==> config.mk <==
export PLATFORM = sky130hd
export DESIGN_NAME = q_table_update_engine_top
export DESIGN_NICKNAME = d
export VERILOG_FILES = /design/src/rtl/qtu_pkg.sv /design/src/rtl/qtu_mem.sv /design/src/rtl/qtu_update.sv /design/src/rtl/q_table_update_engine_top.sv
export SDC_FILE = /design/constraint.sdc
export NUM_CORES = 2
export LEC_CHECK = 0
export BUFFER_PORTS_ARGS = -buffer_cell sky130_fd_sc_hd__buf_2
export CAP_MARGIN = 20
export CORE_MARGIN = 2
export CORE_UTILIZATION = 46
export DETAILED_ROUTE_END_ITERATION = 12
export SLEW_MARGIN = 20
export SYNTH_ARGS = -nofsm -noshare
export SYNTH_HDL_FRONTEND = slang
export SYNTH_HIERARCHICAL = 1
export SYNTH_SLANG_ARGS = --single-unit
==> constraint.sdc <==
create_clock -name clk -period 7.1 [get_ports clk]
set_input_delay 0.355 -clock clk [delete_from_list [all_inputs] [get_ports clk]]
set_output_delay 0.355 -clock clk [all_outputs]
set_load 0.02 [all_outputs]
==> src/rtl/qtu_pkg.sv <==
// ----------------------------------------------------------------------------
// qtu_pkg
// Word types, field widths, codes and limits shared by the Q-table engine.
// ----------------------------------------------------------------------------
package qtu_pkg;

    localparam int Q_W       = 24;
    localparam int LR_W      = 16;
    localparam int DF_W      = 15;
    localparam int SU_W      = 4;
    localparam int AU_W      = 3;
    localparam int CFG_W     = 16;
    localparam int CFG_IDX_W = 2;

    localparam logic signed [Q_W-1:0] Q_MAX = 24'sh7FFFFF;
    localparam logic signed [Q_W-1:0] Q_MIN = 24'sh800000;

    localparam logic [1:0] FUNC_UPDATE = 2'd0;
    localparam logic [1:0] FUNC_QUERY  = 2'd1;
    localparam logic [1:0] FUNC_WRITE  = 2'd2;

    localparam logic [CFG_IDX_W-1:0] CFG_LEARN_RATE   = 2'd0;
    localparam logic [CFG_IDX_W-1:0] CFG_DISCOUNT     = 2'd1;
    localparam logic [CFG_IDX_W-1:0] CFG_STATES_USED  = 2'd2;
    localparam logic [CFG_IDX_W-1:0] CFG_ACTIONS_USED = 2'd3;

    typedef struct packed {
        logic [1:0]            func;
        logic [2:0]            cur_state;
        logic [2:0]            next_state;
        logic [1:0]            act;
        logic signed [Q_W-1:0] reward_or_value;
    } req_word_t;

    typedef struct packed {
        logic                  status;
        logic [1:0]            best_action;
        logic signed [Q_W-1:0] value_out;
    } rsp_word_t;

    typedef struct packed {
        logic mul1_en;
        logic diff_en;
        logic mul2_en;
    } upd_ctrl_t;

endpackage

==> src/rtl/qtu_mem.sv <==
// ----------------------------------------------------------------------------
// qtu_mem
// Q-table storage: one write port, one read port with registered data.
// ----------------------------------------------------------------------------
module qtu_mem #(
    parameter int DEPTH = 32,
    parameter int AW    = 5
) (
    input  logic                      clk,
    input  logic                      we,
    input  logic [AW-1:0]             waddr,
    input  logic [qtu_pkg::Q_W-1:0]   wdata,
    input  logic                      re,
    input  logic [AW-1:0]             raddr,
    output logic [qtu_pkg::Q_W-1:0]   rdata
);

    logic [qtu_pkg::Q_W-1:0] mem [DEPTH];

    always_ff @(posedge clk)
    begin
        if (we)
        begin
            mem[waddr] <= wdata;
        end
    end

    always_ff @(posedge clk)
    begin
        if (re)
        begin
            rdata <= mem[raddr];
        end
    end

endmodule

==> src/rtl/qtu_update.sv <==
// ----------------------------------------------------------------------------
// qtu_update
// Update arithmetic: discounted max, temporal difference and learning-rate
// scaling, each a registered step, then a combinational saturating add.
// ----------------------------------------------------------------------------
module qtu_update (
    input  logic                             clk,
    input  qtu_pkg::upd_ctrl_t               ctrl,
    input  logic [qtu_pkg::LR_W-1:0]         learn_rate,
    input  logic [qtu_pkg::DF_W-1:0]         discount,
    input  logic signed [qtu_pkg::Q_W-1:0]   max_value,
    input  logic signed [qtu_pkg::Q_W-1:0]   entry_value,
    input  logic signed [qtu_pkg::Q_W-1:0]   reward,
    output logic signed [qtu_pkg::Q_W-1:0]   new_value
);

    logic signed [qtu_pkg::Q_W-1:0]  t_reg, t_next;
    logic signed [qtu_pkg::Q_W-1:0]  cur_reg;
    logic signed [qtu_pkg::Q_W+1:0]  d_reg, d_next;
    logic signed [qtu_pkg::Q_W+3:0]  u_reg, u_next;
    logic signed [qtu_pkg::Q_W+15:0] prod1;
    logic signed [qtu_pkg::Q_W+18:0] prod2;
    logic signed [qtu_pkg::Q_W+4:0]  sum;

    // floor shifts: arithmetic right shift by 15
    assign prod1  = $signed({1'b0, discount}) * max_value;
    assign t_next = prod1[qtu_pkg::Q_W+14:15];

    assign d_next = 26'(reward) + 26'(t_reg) - 26'(cur_reg);

    assign prod2  = $signed({1'b0, learn_rate}) * d_reg;
    assign u_next = prod2[qtu_pkg::Q_W+18:15];

    assign sum = 29'(cur_reg) + 29'(u_reg);

    always_comb
    begin
        if (sum > 29'(qtu_pkg::Q_MAX))
        begin
            new_value = qtu_pkg::Q_MAX;
        end
        else if (sum < 29'(qtu_pkg::Q_MIN))
        begin
            new_value = qtu_pkg::Q_MIN;
        end
        else
        begin
            new_value = sum[qtu_pkg::Q_W-1:0];
        end
    end

    always_ff @(posedge clk)
    begin
        if (ctrl.mul1_en)
        begin
            t_reg   <= t_next;
            cur_reg <= entry_value;
        end
        if (ctrl.diff_en)
        begin
            d_reg <= d_next;
        end
        if (ctrl.mul2_en)
        begin
            u_reg <= u_next;
        end
    end

endmodule

==> src/rtl/q_table_update_engine_top.sv <==
// updates and queries scan na = min(actions_used, MAX_ACTIONS) row entries,
//   one entry a cycle; write and rejected words go straight to ST_DONE
// req_stall is high in every state but ST_IDLE, so one word is in flight at a time
// reset: a clearing pass zeroes all MAX_STATES*MAX_ACTIONS table entries,
//   req_stall high meanwhile; configuration writes are taken throughout
// ----------------------------------------------------------------------------
// q_table_update_engine_top
// Tabular Q-learning engine: sequencer, configuration, table and result word.
// ----------------------------------------------------------------------------
module q_table_update_engine_top #(
    parameter int MAX_STATES  = 8,
    parameter int MAX_ACTIONS = 4
) (
    input  logic                            clk,
    input  logic                            rst_n,
    input  logic                            req_valid,
    output logic                            req_stall,
    input  qtu_pkg::req_word_t              req_word,
    output logic                            rsp_valid,
    input  logic                            rsp_stall,
    output qtu_pkg::rsp_word_t              rsp_word,
    input  logic                            cfg_we,
    input  logic [qtu_pkg::CFG_IDX_W-1:0]   cfg_index,
    input  logic [qtu_pkg::CFG_W-1:0]       cfg_data
);

    localparam int DEPTH = MAX_STATES * MAX_ACTIONS;
    localparam int AW    = $clog2(DEPTH);

    typedef enum logic [7:0] {
        ST_CLEAR = 8'b00000001,
        ST_IDLE  = 8'b00000010,
        ST_SCAN  = 8'b00000100,
        ST_LAST  = 8'b00001000,
        ST_MUL1  = 8'b00010000,
        ST_DIFF  = 8'b00100000,
        ST_MUL2  = 8'b01000000,
        ST_DONE  = 8'b10000000
    } state_t;

    state_t                           state_reg, state_next;
    logic [qtu_pkg::LR_W-1:0]         lr_reg, lr_next;
    logic [qtu_pkg::DF_W-1:0]         df_reg, df_next;
    logic [qtu_pkg::SU_W-1:0]         su_reg, su_next;
    logic [qtu_pkg::AU_W-1:0]         au_reg, au_next;
    logic [AW-1:0]                    clr_reg, clr_next;
    logic [2:0]                       issue_reg, issue_next;
    logic                             rsp_valid_reg, rsp_valid_next;
    qtu_pkg::rsp_word_t               rsp_word_reg, rsp_word_next;

    logic [1:0]                       op_reg, op_next;
    logic                             ok_reg, ok_next;
    logic [2:0]                       row_reg, row_next;
    logic [AW-1:0]                    ent_reg, ent_next;
    logic signed [qtu_pkg::Q_W-1:0]   rv_reg, rv_next;
    logic [qtu_pkg::AU_W-1:0]         na_reg, na_next;
    logic signed [qtu_pkg::Q_W-1:0]   bv_reg, bv_next;
    logic [1:0]                       best_reg, best_next;

    logic [qtu_pkg::AU_W-1:0]         na_lim;
    logic                             s_ok, sn_ok, a_ok;
    logic [2:0]                       cmp_idx;
    logic                             cmp_en;
    logic                             rsp_free;
    logic                             mem_we, mem_re;
    logic [AW-1:0]                    mem_waddr, mem_raddr, scan_addr;
    logic signed [qtu_pkg::Q_W-1:0]   mem_wdata, mem_rdata, upd_value;
    qtu_pkg::upd_ctrl_t               upd_ctrl;

    assign na_lim = (32'(au_reg) < MAX_ACTIONS) ? au_reg : qtu_pkg::AU_W'(MAX_ACTIONS);
    assign s_ok   = ({1'b0, req_word.cur_state} < su_reg) &&
                    (32'(req_word.cur_state) < MAX_STATES);
    assign sn_ok  = ({1'b0, req_word.next_state} < su_reg) &&
                    (32'(req_word.next_state) < MAX_STATES);
    assign a_ok   = ({1'b0, req_word.act} < na_lim);

    assign scan_addr = AW'(32'(row_reg) * 32'(MAX_ACTIONS) + 32'(issue_reg));
    assign cmp_idx   = issue_reg - 3'd1;
    assign cmp_en    = ((state_reg == ST_SCAN) && (issue_reg != 3'd0)) ||
                       (state_reg == ST_LAST);
    assign rsp_free  = !rsp_valid_reg || !rsp_stall;

    assign req_stall = (state_reg != ST_IDLE);
    assign rsp_valid = rsp_valid_reg;
    assign rsp_word  = rsp_word_reg;

    assign upd_ctrl.mul1_en = (state_reg == ST_MUL1);
    assign upd_ctrl.diff_en = (state_reg == ST_DIFF);
    assign upd_ctrl.mul2_en = (state_reg == ST_MUL2);

    qtu_mem #(
        .DEPTH (DEPTH),
        .AW    (AW)
    ) u_mem (
        .clk   (clk),
        .we    (mem_we),
        .waddr (mem_waddr),
        .wdata (mem_wdata),
        .re    (mem_re),
        .raddr (mem_raddr),
        .rdata (mem_rdata)
    );

    qtu_update u_update (
        .clk         (clk),
        .ctrl        (upd_ctrl),
        .learn_rate  (lr_reg),
        .discount    (df_reg),
        .max_value   (bv_reg),
        .entry_value (mem_rdata),
        .reward      (rv_reg),
        .new_value   (upd_value)
    );

    always_comb
    begin
        lr_next = lr_reg;
        df_next = df_reg;
        su_next = su_reg;
        au_next = au_reg;
        if (cfg_we)
        begin
            case (cfg_index)
                qtu_pkg::CFG_LEARN_RATE:   lr_next = cfg_data;
                qtu_pkg::CFG_DISCOUNT:     df_next = cfg_data[qtu_pkg::DF_W-1:0];
                qtu_pkg::CFG_STATES_USED:  su_next = cfg_data[qtu_pkg::SU_W-1:0];
                qtu_pkg::CFG_ACTIONS_USED: au_next = cfg_data[qtu_pkg::AU_W-1:0];
                default:                   lr_next = lr_reg;
            endcase
        end
    end

    always_comb
    begin
        mem_re = 1'b0;
        mem_raddr = scan_addr;
        if (state_reg == ST_SCAN)
        begin
            mem_re = 1'b1;
        end
        else if (state_reg == ST_LAST)
        begin
            mem_re    = (op_reg == qtu_pkg::FUNC_UPDATE);
            mem_raddr = ent_reg;
        end
    end

    always_comb
    begin
        mem_we    = 1'b0;
        mem_waddr = ent_reg;
        mem_wdata = rv_reg;
        if (state_reg == ST_CLEAR)
        begin
            mem_we    = 1'b1;
            mem_waddr = clr_reg;
            mem_wdata = '0;
        end
        else if ((state_reg == ST_DONE) && rsp_free && ok_reg)
        begin
            if (op_reg == qtu_pkg::FUNC_UPDATE)
            begin
                mem_we    = 1'b1;
                mem_wdata = upd_value;
            end
            else if (op_reg == qtu_pkg::FUNC_WRITE)
            begin
                mem_we = 1'b1;
            end
        end
    end

    // running greedy search over the row, ties keep the lower index
    always_comb
    begin
        bv_next   = bv_reg;
        best_next = best_reg;
        if (cmp_en)
        begin
            if (cmp_idx == 3'd0)
            begin
                bv_next   = mem_rdata;
                best_next = 2'd0;
            end
            else if (bv_reg < mem_rdata)
            begin
                bv_next   = mem_rdata;
                best_next = cmp_idx[1:0];
            end
        end
    end

    always_comb
    begin
        state_next = state_reg;
        clr_next   = clr_reg;
        issue_next = issue_reg;
        op_next    = op_reg;
        ok_next    = ok_reg;
        row_next   = row_reg;
        ent_next   = ent_reg;
        rv_next    = rv_reg;
        na_next    = na_reg;
        case (state_reg)
            ST_CLEAR:
            begin
                clr_next = clr_reg + AW'(1);
                if (clr_reg == AW'(DEPTH - 1))
                begin
                    state_next = ST_IDLE;
                end
            end
            ST_IDLE:
            begin
                if (req_valid)
                begin
                    op_next    = req_word.func;
                    rv_next    = req_word.reward_or_value;
                    na_next    = na_lim;
                    issue_next = 3'd0;
                    ent_next   = AW'(32'(req_word.cur_state) * 32'(MAX_ACTIONS) +
                                     32'(req_word.act));
                    row_next   = req_word.cur_state;
                    case (req_word.func)
                        qtu_pkg::FUNC_UPDATE:
                        begin
                            ok_next  = s_ok && sn_ok && a_ok;
                            row_next = req_word.next_state;
                        end
                        qtu_pkg::FUNC_QUERY: ok_next = s_ok && (na_lim != '0);
                        qtu_pkg::FUNC_WRITE: ok_next = s_ok && a_ok;
                        default:             ok_next = 1'b0;
                    endcase
                    if (ok_next && ((req_word.func == qtu_pkg::FUNC_UPDATE) ||
                                    (req_word.func == qtu_pkg::FUNC_QUERY)))
                    begin
                        state_next = ST_SCAN;
                    end
                    else
                    begin
                        state_next = ST_DONE;
                    end
                end
            end
            ST_SCAN:
            begin
                issue_next = issue_reg + 3'd1;
                if (issue_reg == na_reg - 3'd1)
                begin
                    state_next = ST_LAST;
                end
            end
            ST_LAST:
            begin
                state_next = (op_reg == qtu_pkg::FUNC_UPDATE) ? ST_MUL1 : ST_DONE;
            end
            ST_MUL1: state_next = ST_DIFF;
            ST_DIFF: state_next = ST_MUL2;
            ST_MUL2: state_next = ST_DONE;
            ST_DONE:
            begin
                if (rsp_free)
                begin
                    state_next = ST_IDLE;
                end
            end
            default: state_next = ST_IDLE;
        endcase
    end

    always_comb
    begin
        rsp_word_next = '0;
        rsp_word_next.status = 1'b1;
        if (ok_reg)
        begin
            rsp_word_next.status = 1'b0;
            case (op_reg)
                qtu_pkg::FUNC_UPDATE:
                begin
                    rsp_word_next.best_action = best_reg;
                    rsp_word_next.value_out   = upd_value;
                end
                qtu_pkg::FUNC_QUERY:
                begin
                    rsp_word_next.best_action = best_reg;
                    rsp_word_next.value_out   = bv_reg;
                end
                qtu_pkg::FUNC_WRITE: rsp_word_next.value_out = rv_reg;
                default:             rsp_word_next.status = 1'b1;
            endcase
        end
    end

    always_comb
    begin
        rsp_valid_next = rsp_valid_reg;
        if ((state_reg == ST_DONE) && rsp_free)
        begin
            rsp_valid_next = 1'b1;
        end
        else if (!rsp_stall)
        begin
            rsp_valid_next = 1'b0;
        end
    end

    always_ff @(posedge clk or negedge rst_n)
    begin
        if (!rst_n)
        begin
            state_reg     <= ST_CLEAR;
            clr_reg       <= '0;
            issue_reg     <= '0;
            rsp_valid_reg <= 1'b0;
            lr_reg        <= 16'd9830;
            df_reg        <= 15'd16384;
            su_reg        <= 4'd8;
            au_reg        <= 3'd3;
            op_reg        <= qtu_pkg::FUNC_UPDATE;
            ok_reg        <= 1'b0;
        end
        else
        begin
            state_reg     <= state_next;
            clr_reg       <= clr_next;
            issue_reg     <= issue_next;
            rsp_valid_reg <= rsp_valid_next;
            lr_reg        <= lr_next;
            df_reg        <= df_next;
            su_reg        <= su_next;
            au_reg        <= au_next;
            op_reg        <= op_next;
            ok_reg        <= ok_next;
        end
    end

    always_ff @(posedge clk)
    begin
        row_reg  <= row_next;
        ent_reg  <= ent_next;
        rv_reg   <= rv_next;
        na_reg   <= na_next;
        bv_reg   <= bv_next;
        best_reg <= best_next;
        if ((state_reg == ST_DONE) && rsp_free)
        begin
            rsp_word_reg <= rsp_word_next;
        end
    end

`ifndef SYNTHESIS
    a_write_only_when_done: assert property (@(posedge clk) disable iff (!rst_n)
        (mem_we && (state_reg != ST_CLEAR)) |-> ((state_reg == ST_DONE) && ok_reg))
        else $error("table written outside a finished request");

    a_done_holds_on_stall: assert property (@(posedge clk) disable iff (!rst_n)
        ((state_reg == ST_DONE) && rsp_valid_reg && rsp_stall) |=> (state_reg == ST_DONE))
        else $error("result word overwritten while stalled");

    a_reject_payload_zero: assert property (@(posedge clk) disable iff (!rst_n)
        (rsp_valid_reg && rsp_word_reg.status) |->
        ((rsp_word_reg.best_action == 2'd0) && (rsp_word_reg.value_out == '0)))
        else $error("rejected word carries a payload");

    a_accept_leaves_idle: assert property (@(posedge clk) disable iff (!rst_n)
        (req_valid && !req_stall) |=> ((state_reg == ST_SCAN) || (state_reg == ST_DONE)))
        else $error("accepted word not started");
`endif

endmodule
==> impl_metrics.env <==
export IMPL_root_buffer="clkbuf_16"
export IMPL_cp_arrival_ns=7.32
export IMPL_num_io_pins=86
export IMPL_reg2reg_slack_ns=0.25
export IMPL_hold_end="df_reg[10]"
export IMPL_grt_pass1_vias=45400
export IMPL_syn2layout_area_growth_pct=10.9
export IMPL_yosysSeqAreaShare_pct=43.5
export IMPL_yosys_warnings=6
export IMPL_synth_fp_nets=6985
export IMPL_drc=0
export IMPL_largest_reg_flops=768
export IMPL_dieWidth_um=397
export IMPL_maxClockFrequency_ghz=0.146
export IMPL_setup_worst_path_end_class="flop"
export IMPL_ant_nets=0
export IMPL_ys_seq_elements=1040
export IMPL_wirelength_mm=179
export IMPL_cts_tree="done"
export IMPL_die_area_mm2=0.158
export IMPL_dp_final_hpwl_mm=131
export IMPL_yosys_top_cells_area="edfxtp_1, fa_1, mux2i_1, inv_1, ha_1"
export IMPL_nets=7173
export IMPL_grt_overflow_total=0
export IMPL_fin_crit_sh_pct=96.5
export IMPL_critPathKind="flop to flop"
export IMPL_vias=44100
export IMPL_r2r_start="lr_reg[2]"
export IMPL_clockBufferDepth=3
export IMPL_grt_pass1_wl_mm=275
export IMPL_min_from="cfg_data[10]"
export IMPL_initial_utilization_pct=46.2
export IMPL_worst_pin_slew_ns=1.07
export IMPL_syn_inst=5866
export IMPL_h_tree_depth=3
export IMPL_avgSynthCellArea_um2=12.1
export IMPL_crit_start="lr_reg[2]"
export IMPL_path_clk_slew_ns=0.08
export IMPL_core_mm2=0.154
export IMPL_yosysTopAreaCell="edfxtp_1"
export IMPL_drtIter0Drc=3421
export IMPL_port_buffer_count=85
export IMPL_rows=144
export IMPL_rr_worst_depth=21
export IMPL_required_ns=7.57
export IMPL_async_reset_ff_share_pct=5.58
export IMPL_finalSetupViolCount=0
export IMPL_die_h_um=397
export IMPL_r2r_end="u_update/u_reg[27]"
export IMPL_cp_start_kind="flop"
export IMPL_relSlewSlack_pct=28.2
export IMPL_status="complete, no violations"
export IMPL_wl_per_cell_um=21.9
export IMPL_synth_top_area_share_pct=41.5
export IMPL_antenna_found_initial=9
export IMPL_placedInstanceArea_mm2=0.0748
export IMPL_synth_edff_count=982
export IMPL_min_path_type="primary input to flop"
export IMPL_drv_cap=0
export IMPL_fin_skew_ns=0.0750
export IMPL_cts_made_buffers=108
export IMPL_ys_flop_type="edfxtp_1"
export IMPL_grt_start_max_net_pins=87
export IMPL_yosys_cell_types_count=86
export IMPL_final_max_slew_viol_count=0
export IMPL_place_gp_congestion=0.889
export IMPL_routed_via_density=5.37
export IMPL_syn_area_mm2=0.0711
export IMPL_cts_sinks=1040
export IMPL_clk_latency_ns=0.73
export IMPL_post_route_cell_area_mm2=0.0789
export IMPL_drive_above_1_share_pct=10.1
export IMPL_post_route_min_period_ns=6.85
export IMPL_critPathMaxFanout=14
export IMPL_num_fill_cells=13400
export IMPL_firstDrtPassIters=8
export IMPL_hold_viol=0
export IMPL_grt_total_usage_pct=22.9
export IMPL_holdPathStages=2
## cell families after synthesis
group,share of synthesized area (%)
simple gates,9.37
xor+xnor,1.36
fa+ha+maj,26.8
flops,43.5
mux,6.59
compound gates,5.41
buf+inv,6.93
## worst max-delay path by stage
| stage | end | slack, ns | cells past startpoint |
|---|---|---|---|
| global route | u_update/u_reg[27] | -0.01 | 22 |
| CTS | u_update/u_reg[27] | 0.08 | 21 |
| global placement | u_update/u_reg[27] | 0.09 | 21 |
| detailed placement | u_update/u_reg[27] | 0.06 | 21 |
| floorplan | u_update/u_reg[27] | 0.30 | 23 |
| finish | u_update/u_reg[27] | 0.25 | 21 |
## critical path, stage by stage (launching register included)
cell,delay [ns]
dfstp_4,0.72
nand2_1,0.11
fa_1,0.52
fa_1,0.52
fa_1,0.52
inv_1,0.06
fa_1,0.48
fa_1,0.49
inv_1,0.05
fa_1,0.54
inv_1,0.06
ha_1,0.32
a21o_1,0.18
a21o_1,0.17
a221o_1,0.39
a221o_1,0.34
a31oi_4,0.25
o221a_4,0.26
o21ai_1,0.12
a211o_1,0.31
a21oi_2,0.15
xor2_1,0.07
## placed cells by master, fill, tap and decap left out, types with 21 or more instances in the layout
cell           count
nand2_1          648
a31oi_1           31
xnor2_1           84
nor3_1            52
dlygate4sd3_1     38
a21oi_2           27
inv_1            994
xor2_1            24
edfxtp_1         982
clkinv_1          22
fa_1             772
a22o_1            49
dfrtp_1           42
and2_1           350
a21oi_1          146
buf_4            186
o21ai_0           66
a22oi_1           73
a21o_1            60
clkinv_2          26
o21a_1            24
mux2_2            51
ha_1             290
nand2b_1          21
nand3_1           98
mux2i_1          410
nor2_1            78
nor2_2            32
clkbuf_16        110
buf_2             85
## metrics by stage
stage | TNS, ns | instances | utilization [%] | hold slack [ns] | worst slack, ns
floorplan | 0 | 5866 | - | 0.0594 | 0.298
global placement | 0 | 7945 | 48.6 | 0.283 | 0.0869
detailed placement | 0 | 7946 | 48.6 | 0.283 | 0.0616
CTS | 0 | 8189 | 51.2 | 0.00706 | 0.0759
global route | -0.00996 | 8194 | 51.3 | 0.0133 | -0.00996
finish | 0 | 8198 | 51.3 | 0.0562 | 0.248
## cell usage after synthesis (31+ instances only)
library cell,number
a21o_1,60
a21oi_1,171
a22o_1,49
a22oi_1,73
a31oi_1,31
and2_1,351
buf_2,32
clkbuf_1,165
dfrtp_1,46
edfxtp_1,982
fa_1,772
ha_1,290
inv_1,995
mux2_2,52
mux2i_1,410
nand2_1,648
nand3_1,99
nor2_1,111
nor3_1,52
o21ai_0,68
xnor2_1,84
## routing by layer
| metal | up-vias | global-route usage, % | part of all wire, % |
|---|---|---|---|
| li1 | 19800 | - | - |
| met4 | 0 | 5.38 | 2.2 |
| met1 | 22900 | 31.9 | 44 |
| met3 | 201 | 2.90 | 5.2 |
| met5 | - | 0 | 0 |
| met2 | 1172 | 38.5 | 49 |
## timing repair
action / 4_1_cts / 5_1_grt
hold endpoints to repair: 52 / 0
hold buffers: 38 / 0
buffers inserted: 0 / 3
gates resized for setup: 0 / 9
endpoints found under the setup margin: 0 / 11
## cell type report
class | instances | area, µm² | share of cell area (%)
clock inverter | 78 | 803 | 1.02
antenna | 5 | 12.5 | 0.0159
tap | 2044 | 2560 | 3.24
timing repair buffer | 323 | 2480 | 3.15
sequential | 1040 | 31000 | 39.3
inverter | 995 | 3730 | 4.73
multi-input combinational | 3586 | 35500 | 45.0
clock buffer | 127 | 2820 | 3.57
Power is not shown: default switching activity piles up to over one toggle a cycle in this logic, so the estimate is an artifact.
